===== src/hdl/oerol_pkg.sv =====
// Shared constants, types and operation codes for the offset lookup ring.
package oerol_pkg;

  // Ring geometry.
  localparam int ENTRIES  = 16;
  localparam int IDX_W    = $clog2(ENTRIES);
  localparam int CNT_W    = $clog2(ENTRIES + 1);

  // Field widths.
  localparam int HANDLE_W = 32;
  localparam int SIZE_W   = 16;
  localparam int OFFSET_W = 20;
  localparam int SLOT_W   = 4;
  localparam int ENTRY_W  = HANDLE_W + SIZE_W;

  // Running sum width: holds any partial sum that is compared with an offset.
  localparam int SUM_W    = SIZE_W + CNT_W;
  localparam int CMP_W    = (SUM_W + 1 > OFFSET_W + 1) ? SUM_W + 1 : OFFSET_W + 1;

  typedef logic [IDX_W-1:0]    idx_t;
  typedef logic [CNT_W-1:0]    cnt_t;
  typedef logic [HANDLE_W-1:0] handle_t;
  typedef logic [SIZE_W-1:0]   size_t;
  typedef logic [OFFSET_W-1:0] offset_t;
  typedef logic [SLOT_W-1:0]   slot_t;
  typedef logic [CMP_W-1:0]    sum_t;

  typedef enum logic {
    OP_ADD  = 1'b0,
    OP_FIND = 1'b1
  } op_t;

  // One stored ring entry.
  typedef struct packed {
    handle_t handle;
    size_t   size;
  } entry_t;

  // Next ring position with wraparound at ENTRIES.
  function automatic idx_t idx_inc(idx_t idx);
    idx_t res;
    if (idx == idx_t'(ENTRIES - 1)) begin
      res = '0;
    end else begin
      res = idx + idx_t'(1);
    end
    return res;
  endfunction

endpackage


===== src/hdl/oerol_if.sv =====
// Request and result channel interfaces of the offset lookup ring.
interface oerol_req_if;
  import oerol_pkg::*;

  logic    valid;
  logic    ready;
  op_t     operation;
  handle_t entry_handle;
  size_t   entry_len;
  offset_t byte_pos;

  modport source (output valid, output operation, output entry_handle,
                  output entry_len, output byte_pos, input ready);
  modport sink   (input valid, input operation, input entry_handle,
                  input entry_len, input byte_pos, output ready);
endinterface

interface oerol_rsp_if;
  import oerol_pkg::*;

  logic    valid;
  logic    ready;
  logic    found;
  slot_t   slot;
  handle_t hit_handle;
  size_t   byte_in_entry;

  modport source (output valid, output found, output slot, output hit_handle,
                  output byte_in_entry, input ready);
  modport sink   (input valid, input found, input slot, input hit_handle,
                  input byte_in_entry, output ready);
endinterface


===== src/hdl/oerol_ram.sv =====
// Generic single-port-write, single-port-read RAM with registered read data.
module oerol_ram #(
  parameter int WIDTH = 8,
  parameter int DEPTH = 16
) (
  input  logic                     clk,
  input  logic                     we,
  input  logic [$clog2(DEPTH)-1:0] waddr,
  input  logic [WIDTH-1:0]         wdata,
  input  logic                     re,
  input  logic [$clog2(DEPTH)-1:0] raddr,
  output logic [WIDTH-1:0]         rdata
);

  logic [WIDTH-1:0] mem [DEPTH];

  // Write port and registered read port.
  always_ff @(posedge clk) begin
    if (we) begin
      mem[waddr] <= wdata;
    end
    if (re) begin
      rdata <= mem[raddr];
    end
  end

endmodule


===== src/hdl/overwriting_entry_ring_offset_lookup.sv =====
// Top level: ring of sized entries that overwrites the oldest and finds byte offsets.
//
//   channel  dir  payload                                            handshake
//   req      in   operation, entry_handle, entry_len, byte_pos       valid/ready
//   rsp      out  found, slot, hit_handle, byte_in_entry             valid/ready
//
// One request is worked on at a time. An add writes its entry and then puts its result in
// the output register; a find first checks the valid entries in turn (at most ENTRIES),
// one per cycle from the single read port of the entry RAM, then loads its result there.
// A result is loaded once the output register is free; the next request is taken after that.
// Reset is synchronous and clears indices, fill flag and control; the RAM needs no
// clearing pass. A request is accepted while a result still waits in the output register.
module overwriting_entry_ring_offset_lookup (
  input logic         clk,
  input logic         rst,
  oerol_req_if.sink   req,
  oerol_rsp_if.source rsp
);
  import oerol_pkg::*;

  typedef enum logic [2:0] {
    S_IDLE,
    S_ADD,
    S_ISSUE,
    S_CHECK,
    S_DONE
  } state_t;

  state_t  state;
  idx_t    wr_idx;
  idx_t    rd_idx;
  logic    ring_full;

  // Captured request.
  handle_t in_handle;
  size_t   in_size;
  offset_t in_offset;

  // Walk state.
  idx_t    cur_idx;
  cnt_t    remaining;
  sum_t    acc;

  // Result waiting to be loaded into the output register.
  logic    res_found;
  slot_t   res_slot;
  handle_t res_handle;
  size_t   res_byte;

  // RAM ports.
  logic    ram_we;
  logic    ram_re;
  idx_t    ram_raddr;
  entry_t  ram_wdata;
  entry_t  ram_rdata;

  logic    rsp_valid;
  logic    rsp_load;
  idx_t    wr_next;
  idx_t    rd_next;
  cnt_t    fill;
  sum_t    acc_sum;
  sum_t    offset_ext;
  logic    hit;

  oerol_ram #(
    .WIDTH (ENTRY_W),
    .DEPTH (ENTRIES)
  ) u_entry_ram (
    .clk   (clk),
    .we    (ram_we),
    .waddr (wr_idx),
    .wdata (ram_wdata),
    .re    (ram_re),
    .raddr (ram_raddr),
    .rdata (ram_rdata)
  );

  // Handshake and payload of the output register.
  assign req.ready = (state == S_IDLE);
  assign rsp.valid = rsp_valid;
  assign rsp_load  = (state == S_DONE) && (!rsp_valid || rsp.ready);

  // RAM access: write on add, read the current slot then each following slot.
  assign ram_we    = (state == S_ADD);
  assign ram_wdata = '{handle: in_handle, size: in_size};
  assign ram_re    = (state == S_ISSUE) || (state == S_CHECK);
  assign ram_raddr = (state == S_CHECK) ? idx_inc(cur_idx) : cur_idx;

  // Index updates of an add.
  assign wr_next = idx_inc(wr_idx);
  assign rd_next = ring_full ? idx_inc(rd_idx) : rd_idx;

  // Number of valid entries.
  always_comb begin
    if (ring_full) begin
      fill = cnt_t'(ENTRIES);
    end else if (wr_idx >= rd_idx) begin
      fill = cnt_t'(wr_idx - rd_idx);
    end else begin
      fill = cnt_t'(ENTRIES) - cnt_t'(rd_idx) + cnt_t'(wr_idx);
    end
  end

  // Does the entry just read hold the requested offset?
  assign offset_ext = sum_t'(in_offset);
  assign acc_sum    = acc + sum_t'(ram_rdata.size);
  assign hit        = (acc_sum > offset_ext);

  // Sequencer, ring indices and output register.
  always_ff @(posedge clk) begin
    if (rst) begin
      state     <= S_IDLE;
      wr_idx    <= '0;
      rd_idx    <= '0;
      ring_full <= 1'b0;
      rsp_valid <= 1'b0;
    end else begin
      if (rsp_load) begin
        rsp_valid <= 1'b1;
      end else if (rsp.ready) begin
        rsp_valid <= 1'b0;
      end
      unique case (state)
        S_IDLE: begin
          if (req.valid) begin
            in_handle <= req.entry_handle;
            in_size   <= req.entry_len;
            in_offset <= req.byte_pos;
            cur_idx   <= rd_idx;
            remaining <= fill;
            acc       <= '0;
            state     <= (req.operation == OP_ADD) ? S_ADD : S_ISSUE;
          end
        end
        S_ADD: begin
          wr_idx     <= wr_next;
          rd_idx     <= rd_next;
          if (wr_next == rd_next) begin
            ring_full <= 1'b1;
          end
          res_found  <= 1'b0;
          res_slot   <= slot_t'(wr_idx);
          res_handle <= '0;
          res_byte   <= '0;
          state      <= S_DONE;
        end
        S_ISSUE: begin
          if (remaining == '0) begin
            res_found  <= 1'b0;
            res_slot   <= '0;
            res_handle <= '0;
            res_byte   <= '0;
            state      <= S_DONE;
          end else begin
            state <= S_CHECK;
          end
        end
        S_CHECK: begin
          if (hit) begin
            res_found  <= 1'b1;
            res_slot   <= slot_t'(cur_idx);
            res_handle <= ram_rdata.handle;
            res_byte   <= size_t'(offset_ext - acc);
            state      <= S_DONE;
          end else if (remaining == cnt_t'(1)) begin
            res_found  <= 1'b0;
            res_slot   <= '0;
            res_handle <= '0;
            res_byte   <= '0;
            state      <= S_DONE;
          end else begin
            acc       <= acc_sum;
            remaining <= remaining - cnt_t'(1);
            cur_idx   <= idx_inc(cur_idx);
          end
        end
        S_DONE: begin
          if (rsp_load) begin
            rsp.found         <= res_found;
            rsp.slot          <= res_slot;
            rsp.hit_handle    <= res_handle;
            rsp.byte_in_entry <= res_byte;
            state             <= S_IDLE;
          end
        end
        default: begin
          state <= S_IDLE;
        end
      endcase
    end
  end

`ifndef SYNTHESIS
  // Once full, the ring stays full.
  a_full_sticky: assert property (@(posedge clk) disable iff (rst)
    ring_full |=> ring_full)
    else $error("ring full flag dropped");

  // A full ring has its write and read indices together.
  a_full_idx: assert property (@(posedge clk) disable iff (rst)
    ring_full |-> (wr_idx == rd_idx))
    else $error("full ring with differing indices");

  // The walk never checks past the valid entries.
  a_walk_count: assert property (@(posedge clk) disable iff (rst)
    (state == S_CHECK) |-> (remaining != '0))
    else $error("walk ran past the valid entries");

  // The running sum never passes the requested offset during a walk.
  a_walk_sum: assert property (@(posedge clk) disable iff (rst)
    (state == S_CHECK) |-> (acc <= offset_ext))
    else $error("running sum passed the requested offset");

  // A check is always preceded by a read issue or another check.
  a_check_order: assert property (@(posedge clk) disable iff (rst)
    (state == S_CHECK) |-> $past(state == S_ISSUE || state == S_CHECK))
    else $error("check entered without a pending read");
`endif

endmodule


===== src/flat_wrapper.sv =====
// flat-port wrapper written by rule: the top's interface ports become plain ports
module overwriting_entry_ring_offset_lookup_flat import oerol_pkg::*;
  (clk, rst, req_valid, req_operation, req_entry_handle, req_entry_len, req_byte_pos, req_ready, rsp_valid, rsp_found, rsp_slot, rsp_hit_handle, rsp_byte_in_entry, rsp_ready);
  oerol_req_if req_i ();
  oerol_rsp_if rsp_i ();
  input logic clk;
  input logic rst;
  input wire logic [$bits(req_i.valid)-1:0] req_valid;
  input wire logic [$bits(req_i.operation)-1:0] req_operation;
  input wire logic [$bits(req_i.entry_handle)-1:0] req_entry_handle;
  input wire logic [$bits(req_i.entry_len)-1:0] req_entry_len;
  input wire logic [$bits(req_i.byte_pos)-1:0] req_byte_pos;
  output wire logic [$bits(req_i.ready)-1:0] req_ready;
  output wire logic [$bits(rsp_i.valid)-1:0] rsp_valid;
  output wire logic [$bits(rsp_i.found)-1:0] rsp_found;
  output wire logic [$bits(rsp_i.slot)-1:0] rsp_slot;
  output wire logic [$bits(rsp_i.hit_handle)-1:0] rsp_hit_handle;
  output wire logic [$bits(rsp_i.byte_in_entry)-1:0] rsp_byte_in_entry;
  input wire logic [$bits(rsp_i.ready)-1:0] rsp_ready;
  assign req_i.valid = req_valid;
  assign req_i.operation = req_operation;
  assign req_i.entry_handle = req_entry_handle;
  assign req_i.entry_len = req_entry_len;
  assign req_i.byte_pos = req_byte_pos;
  assign req_ready = req_i.ready;
  assign rsp_valid = rsp_i.valid;
  assign rsp_found = rsp_i.found;
  assign rsp_slot = rsp_i.slot;
  assign rsp_hit_handle = rsp_i.hit_handle;
  assign rsp_byte_in_entry = rsp_i.byte_in_entry;
  assign rsp_i.ready = rsp_ready;
  overwriting_entry_ring_offset_lookup u_core (.clk(clk), .rst(rst), .req(req_i), .rsp(rsp_i));
endmodule

===== config.mk =====
export PLATFORM = sky130hd
export DESIGN_NAME = overwriting_entry_ring_offset_lookup_flat
export DESIGN_NICKNAME = d
export VERILOG_FILES = /design/src/hdl/oerol_pkg.sv /design/src/hdl/oerol_if.sv /design/src/hdl/oerol_ram.sv /design/src/hdl/overwriting_entry_ring_offset_lookup.sv /design/src/flat_wrapper.sv
export SDC_FILE = /design/constraint.sdc
export NUM_CORES = 1
export LEC_CHECK = 0
export ABC_CLOCK_PERIOD_IN_PS = 8900
export BUFFER_PORTS_ARGS = -buffer_cell sky130_fd_sc_hd__buf_2
export CAP_MARGIN = 20
export CORE_AREA = 4 4 409 411
export CTS_CLUSTER_DIAMETER = 50
export DETAILED_ROUTE_END_ITERATION = 7
export DIE_AREA = 0 0 413 415
export PLACE_DENSITY = 0.42
export SLEW_MARGIN = 20
export SYNTH_ARGS = -nofsm -noshare
export SYNTH_HDL_FRONTEND = slang
export SYNTH_SLANG_ARGS = --single-unit

===== constraint.sdc =====
create_clock -name clk -period 8.9 [get_ports clk]
set_clock_uncertainty 0.1 [all_clocks]
set_input_delay 0.445 -clock clk [delete_from_list [all_inputs] [get_ports clk]]
set_output_delay 0.445 -clock clk [all_outputs]
set_load 0.1 [all_outputs]

==> summary.md, run 1 <==
| Metric | Value |
|---|---|
| CTS clk-pin slew, worst paths | `approximately 50 ps` |
| Final ANT Viol Nets | `0` |
| Initial DRC count | `approximately 1300` |
| Post-synthesis register bit count | `1034` |
| Synthesized area | `0.0407 mm^2` |
| CTS root buf | `clkbuf_16` |
| Routed met1 length | `47.3 mm` |
| Die ar. | `~0.17 mm^2` |
| Worst path most repeated cell | `a21oi_1` |
| CTS tree | `yes` |
| Net count after synthesis | `approximately 2300` |
| Placement Cell Area | `between 0.04 and 0.05 mm^2` |
| Initial Util | `0.248` |
| Total GRT Usage | `0.120` |
| Ratio of cells with drive above 1 in the final layout | `0.231` |
| Io pins | `approximately 130` |
| Fin. Hold Viols | `0` |
| Via count | `~20000` |
| Area contributors post-synth | `edfxtp_1 (75%), mux4_2 (11%), ha_1 (1.9%)` |
| Die X-Extent | `around 410 um` |
| CP Class | `reg2reg` |
| DRC | `0` |
| Commonest non-fill, non-tap cell in the layout | `edfxtp_1` |
| Buffers added on ports | `between 100 and 150` |
| Critical Path Start Type | `register` |
| Crit-path slowest cell | `a211oi_1` |
| Run status | `finished, final reports clean` |
| Synth Flop Type | `edfxtp_1` |
| Gp weighted congestion | `0.760` |
| Number of cells produced by synthesis | `~2100` |
| Post-cts sizing count | `0` |
| Placeable Area | `~0.16 mm^2` |
| Top cell type's share of synthesized area | `0.753` |
| Die H | `415 um` |
| RSZ-0062 raised after global routing | `false` |
| Max Fanout on Critical Path | `21` |
| Clk buf depth | `3` |
| Max Cap Violations | `0` |
| Routed wl met3 | `4.35 mm` |
| Skew-Pair Late Insertion Delay | `740 ps` |
| Final period util | `0.627` |
| Power density over the cells | `about 230 mW/mm^2` |
| Reg2reg start | `u_core.acc[0]` |
| Critical Path Max Stage Delay | `around 560 ps` |
| DRT Pass-1 Iters | `5` |
| Vias per cell | `4.36` |
| Worst hold-check path type | `in2reg` |
| Total gr overflow | `0` |
| Leakage | `0.0158 uW` |
| Worst slew pin tran | `between 1000 and 1500 ps` |
| Critical Path AT | `approximately 6000 ps` |
| CP startpoint | `u_core.acc[0]` |
| R2r setup slk | `about 3300 ps` |
| Vias in the first global route | `~22000` |
| Final min period | `~5600 ps` |
| Max-slew violation count | `0` |
| Worst Setup End Kind | `register` |
| Seq/Total Area, Yosys | `0.760` |
| Async set or reset register ratio after synthesis | `0` |
| Detailed Route WL | `104 mm` |
| Worst Path Required | `about 9200 ps` |
| Largest net degree at the start of global routing | `just under 100` |
| Synth-to-layout area growth | `19.8%` |
| H-tree depth | `3` |
| Cell total after placement | `roughly 4400` |
| Setup repair bufs after CTS | `0` |
| CTS Hold Bufs | `71` |
| TritonCTS Buffers | `~120` |
| Final Cell Area | `approximately 0.05 mm^2` |
| Initial antenna violation count | `6` |
| Most frequent cells in the layout | `edfxtp_1 (1021), mux4_2 (192), nand2_1 (140), buf_2 (127), clkbuf_16 (122)` |
| Nets | `2517` |
| Final cell count without fillers | `about 4700` |
| Post-synth EDFFs | `1021` |
| First-pass GRT wire length | `151 mm` |
| Post-DP HPWL | `54.9 mm` |
| Slew headroom | `0.289` |
| Setup violators final | `0` |
| End point of the critical path | `u_core.acc[1]` |
| Met2 Wirelength | `about 50 mm` |
| CTS Sinks | `1034` |
| Top Layer Used | `met4` |
| Fmax | `179 MHz` |
| Setup TNS Final | `0 ps` |
| Worst vdd ir | `approximately 190 uV` |
| Area leader, netlist | `edfxtp_1` |
| Row cnt | `between 100 and 150` |
| Avg WL per Cell | `roughly 22 um` |
| Synth Warn # | `0` |
| Avg Synthesized Cell Area | `approximately 19 um^2` |
| Cell chain of the critical path | `ha_1, inv_1, fa_1, nand2b_1, a21oi_1, o21ai_1, a211oi_1, o31ai_1, nand2_1, xor2_1, ha_1, a21o_1, a21oi_1, o2111ai_1, o311a_1, a21oi_1, a21oi_4, a211oi_4, buf_4` |
| Reg2reg end | `u_core.acc[1]` |
| Number of library cell types mapped by synthesis | `between 60 and 70` |
| R2R depth | `19` |
==> worst min-delay path by stage <==
| stage | from | endpoint | slack (ps) | depth (start not counted) |
|---|---|---|---|---|
| floorplan | u_core.res_byte[0] | u_core.rsp.byte_in_entry[0] | 300 | 0 |
| global placement | u_core.res_byte[4] | u_core.rsp.byte_in_entry[4] | 310 | 0 |
| detailed placement | u_core.res_byte[10] | u_core.rsp.byte_in_entry[10] | 300 | 0 |
| CTS | req_valid | u_core.state[1] | 70 | 4 |
| global route | req_valid | u_core.state[1] | 150 | 4 |
| finish | req_valid | u_core.state[1] | 140 | 4 |
==> cell usage after synthesis, types with 4 or more instances <==
master and n:
edfxtp_1 1021, mux4_2 192, nand2_1 140, and2_1 114
ha_1 63, inv_1 57, a31oi_1 55, a211oi_1 54
clkbuf_1 44, a21oi_1 41, nor2_1 41, buf_2 39
nor3_1 28, xnor2_1 27, o21ai_0 26, nand3_1 15
xor2_1 15, dfxtp_1 13, a21o_1 11, nand2b_1 10
nor2b_1 9, or3_1 7, and3_1 6, a21boi_0 5
buf_6 5, nand3b_1 5, nor4_1 5, o21a_1 5
o22ai_1 5, buf_4 4, nand4_1 4, o211ai_1 4
==> flip-flops by register name, summed over array words and instances, names as in the netlist <==
register and cells:
u_core.u_entry_ram.mem 768, u_core.u_entry_ram.rdata 48, u_core.in_handle 32, u_core.res_handle 32
u_core.rsp.hit_handle 32, u_core.acc 22, u_core.in_offset 20, u_core.in_size 16
u_core.res_byte 16, u_core.rsp.byte_in_entry 16, u_core.remaining 5, u_core.cur_idx 4
u_core.rd_idx 4, u_core.res_slot 4, u_core.rsp.slot 4, u_core.wr_idx 4
u_core.state 3, u_core.res_found 1, u_core.ring_full 1, u_core.rsp.found 1
u_core.rsp.valid 1
==> per-stage QoR <==
| stage | total power (uW) | hold WS (ps) | setup slack, ps | util |
|---|---|---|---|---|
| 6_report | 11300 | 141 | 3320 | 0.297 |
| 5_1_grt | 11800 | 146 | 2750 | 0.297 |
| 4_1_cts | 11500 | 66.7 | 3250 | 0.297 |
| 3_5_place_dp | 6520 | 305 | 3260 | 0.268 |
| 3_3_place_gp | 6510 | 305 | 3380 | 0.268 |
| 2_1_floorplan | 6240 | 300 | 2380 | - |
==> cells by family (layout without fill, tap and decap cells) <==
kind of cell	count (synthesis)	after routing	share of synthesized area
other	0	1	0
DFF	1034	1034	0.760
muxes	195	195	0.107
AOI/OAI and AO/OA	232	232	0.0374
and+or+nand+nor	395	395	0.0491
xor gates and xnor gates	42	42	0.00904
adders and majority gates	66	66	0.0208
buffers and inverters	152	516	0.0166
==> report_power, final <==
part	leakage [uW]	switching [uW]	internal, uW
registers	0.00941	89.9	5480
clock network	0.00193	2030	2870
logic	0.00446	511	346
total	0.0158	2630	8690
==> routing by layer <==
layer  vias to the layer above  GRT usage
met5                         -          0
met4                         0     0.0297
met3                       151     0.0212
met2                       479      0.196
met1                     10700      0.166
li1                       9020          -
==> worst max-delay path: cells and delay by family, from the launching register on <==
family,cells,cell delay (ps)
compound gates,11,2940
fa+ha+maj,3,850
buf+inv,2,480
flops,1,360
simple gates,2,290
xor+xnor,1,200
==> area by class of cell <==
type,instances,area [um^2]
Antenna cell,1,2.50
Clock buffer,136,3110
Clock inverter,89,877
Fill cell,16200,115000
Inverter,58,220
Multi-Input combinational cell,930,9220
Sequential cell,1034,30900
Tap cell,2189,2740
Timing Repair Buffer,233,1650
Note: power is estimated with default switching activity, not from simulation.
==> run 2, diff against run 1 <==
ABC_CLOCK_PERIOD_IN_PS = 5300   (was 8900)
clock period = 5.3 ns   (was 8.9 ns; I/O delays follow)
==> summary.md, run 2 (synthesis gave the netlist of run 1 again) <==
| Metric | Value |
|---|---|
| Run status | `finished, final reports clean` |
| Switching fraction of total power | `0.238` |
| CTS tree | `yes` |
| Placeable Area | `0.164 mm^2` |
| Placement Cell Area | `roughly 0.044 mm^2` |
| Fin. Hold Viols | `0` |
| Flop pwr share | `0.473` |
| Setup violators final | `0` |
| Detailed Route WL | `approximately 110 mm` |
| Power density over the cells | `between 300 and 400 mW/mm^2` |
| Skew-Pair Late Insertion Delay | `750 ps` |
| Worst slew pin tran | `roughly 930 ps` |
| Routed met1 length | `between 40 and 50 mm` |
| Initial antenna violation count | `6` |
| First-pass GRT wire length | `roughly 150 mm` |
| Largest net degree at the start of global routing | `between 70 and 80` |
| Ratio of cells with drive above 1 in the final layout | `0.245` |
| Post-DP HPWL | `roughly 60 mm` |
| Worst hold-check path type | `in2reg` |
| Io pins | `between 100 and 150` |
| Setup repair bufs after CTS | `0` |
| Commonest non-fill, non-tap cell in the layout | `edfxtp_1` |
| RSZ-0062 raised after global routing | `false` |
| Worst Setup End Kind | `register` |
| CTS Sinks | `1034` |
| Setup TNS Final | `0 ps` |
| Clock share of power | `0.451` |
| Via count | `about 20000` |
| Met2 Wirelength | `around 53 mm` |
| Critical Path Start Type | `register` |
| Fmax | `slightly above 200 MHz` |
| Avg WL per Cell | `22.6 um` |
| Clk buf depth | `3` |
| Vias in the first global route | `between 20000 and 25000` |
| Most frequent cells in the layout | `edfxtp_1 (1021), mux4_2 (192), nand2_1 (140), clkbuf_16 (133), buf_2 (127)` |
| Max Cap Violations | `0` |
| Total gr overflow | `0` |
| Top flop regs | `u_core.u_entry_ram.mem: 768 flops, u_core.u_entry_ram.rdata: 48 flops` |
| Max Fanout on Critical Path | `5` |
| Max-slew violation count | `0` |
| Util after Layout | `0.302` |
| Pint | `about 15000 uW` |
| Critical Path Max Stage Delay | `560 ps` |
| Worst hold slack | `roughly 110 ps` |
| TritonCTS Buffers | `between 100 and 150` |
| Vias per cell | `roughly 4.4` |
| DRC | `0` |
| CTS root buf | `clkbuf_16` |
| Die H | `415 um` |
| R2R depth | `20` |
| Final min period | `around 5000 ps` |
| CTS clk-pin slew, worst paths | `~60 ps` |
| Gp weighted congestion | `~0.76` |
| Die X-Extent | `~410 um` |
| Nets | `2565` |
| H-tree depth | `4` |
| Total GRT Usage | `0.123` |
| Leakage | `approximately 0.016 uW` |
| Final period util | `0.928` |
| Final Cell Area | `around 0.050 mm^2` |
| Critical Path AT | `5490 ps` |
| Routed wl met3 | `approximately 4 mm` |
| Final cell count without fillers | `about 4700` |
| Hold-critical path depth | `2` |
| Net Sw Power | `4700 uW` |
| CP Class | `reg2reg` |
| Largest register by flop count | `u_core.u_entry_ram.mem` |
| Crit-path slowest cell | `dlygate4sd3_1` |
| Worst Path Required | `just under 6000 ps` |
| Cell total after placement | `between 4000 and 5000` |
| Top Layer Used | `met4` |
| Worst vdd ir | `301 uV` |
| Row cnt | `approximately 150` |
| Die ar. | `roughly 0.17 mm^2` |
| Synth-to-layout area growth | `21.9%` |
| Combinational Power Share | `0.076` |
| Fillers | `roughly 16000` |
| Max reg flops | `approximately 770` |
| Initial Util | `0.248` |
| Final ANT Viol Nets | `0` |
| Slew headroom | `0.382` |
| Cell chain of the critical path | `ha_1, inv_1, fa_1, nand2b_1, a21oi_2, o211ai_1, a21boi_1, o21a_1, o21ai_0, a21oi_1, nor2b_1, ha_1, nor2b_1, o21ai_0, o2111ai_1, o311a_1, nor2_1, nand3_1, a31oi_1, dlygate4sd3_1` |
| DRT Pass-1 Iters | `5` |
| Initial DRC count | `approximately 1300` |
| Buffers added on ports | `between 100 and 150` |
## run 2: cell types whose count changed in the layout (fill, tap and decap cells not counted), sizes merged
cell and change:
buf +31, clkinv -20, clkbuf +19, inv +8, dlygate4sd3 +4, clkinvlp +2, and2 +1, bufinv -1
diode +1
## run 2: per-stage QoR
| step | setup WS [ps] | total power [uW] |
|---|---|---|
| floorplan | -147 | 10500 |
| global placement | 247 | 11000 |
| detailed placement | 231 | 11000 |
| CTS | 223 | 20100 |
| global route | 5.50 | 20600 |
| finish | 382 | 19800 |
## run 2: layout make-up
type	instances	area, um^2	share of cell area
repair buffers	268	2090	0.0422
well taps	2189	2740	0.0552
clock buffers	155	3410	0.0687
diodes	2	5.00	0.000101
inverters	58	220	0.00444
clock inverters	78	987	0.0199
multi-input cells	931	9240	0.186
flip-flops and latches	1034	30900	0.623
## run 2: power groups by stage
| stage | sequential [uW] | clock [uW] | combinational [uW] |
|---|---|---|---|
| floorplan | 9510 | 0 | 962 |
| global placement | 9510 | 0 | 1470 |
| detailed placement | 9520 | 0 | 1480 |
| CTS | 9360 | 9180 | 1540 |
| global route | 9370 | 9540 | 1650 |
| finish | 9350 | 8910 | 1500 |
## run 2: worst max-delay path: cells and delay by family (launching register included)
| kind | cells | cell delay (ps) |
|---|---|---|
| DFF | 1 | 360 |
| AOI/OAI and AO/OA | 10 | 2100 |
| and+or+nand+nor | 5 | 810 |
| buffers and inverters | 2 | 620 |
| adders and majority gates | 3 | 860 |
## run 2: what timing repair did
| action | 4_1_cts | 5_1_grt |
|---|---|---|
| endpoints found under the setup margin | 0 | 94 |
| hold buffers | 75 | 0 |
| endpoints found under the hold margin | 81 | 0 |
| gates resized for setup | 0 | 4 |
## run 2: worst paths after layout
| path | from | to | slack [ps] |
|---|---|---|---|
| min | req_entry_handle[12] | u_core.in_handle[12] | 110 |
| max | u_core.acc[0] | u_core.state[1] | 380 |
| max reg2reg | u_core.acc[0] | u_core.state[1] | 380 |
| min reg2reg | u_core.res_byte[6] | u_core.rsp.byte_in_entry[6] | 310 |
## run 2: layer usage
| metal | global-route usage | up-vias |
|---|---|---|
| li1 | - | 9118 |
| met5 | 0 | - |
| met2 | 0.207 | 463 |
| met3 | 0.0217 | 170 |
| met4 | 0.0345 | 0 |
| met1 | 0.164 | 10800 |
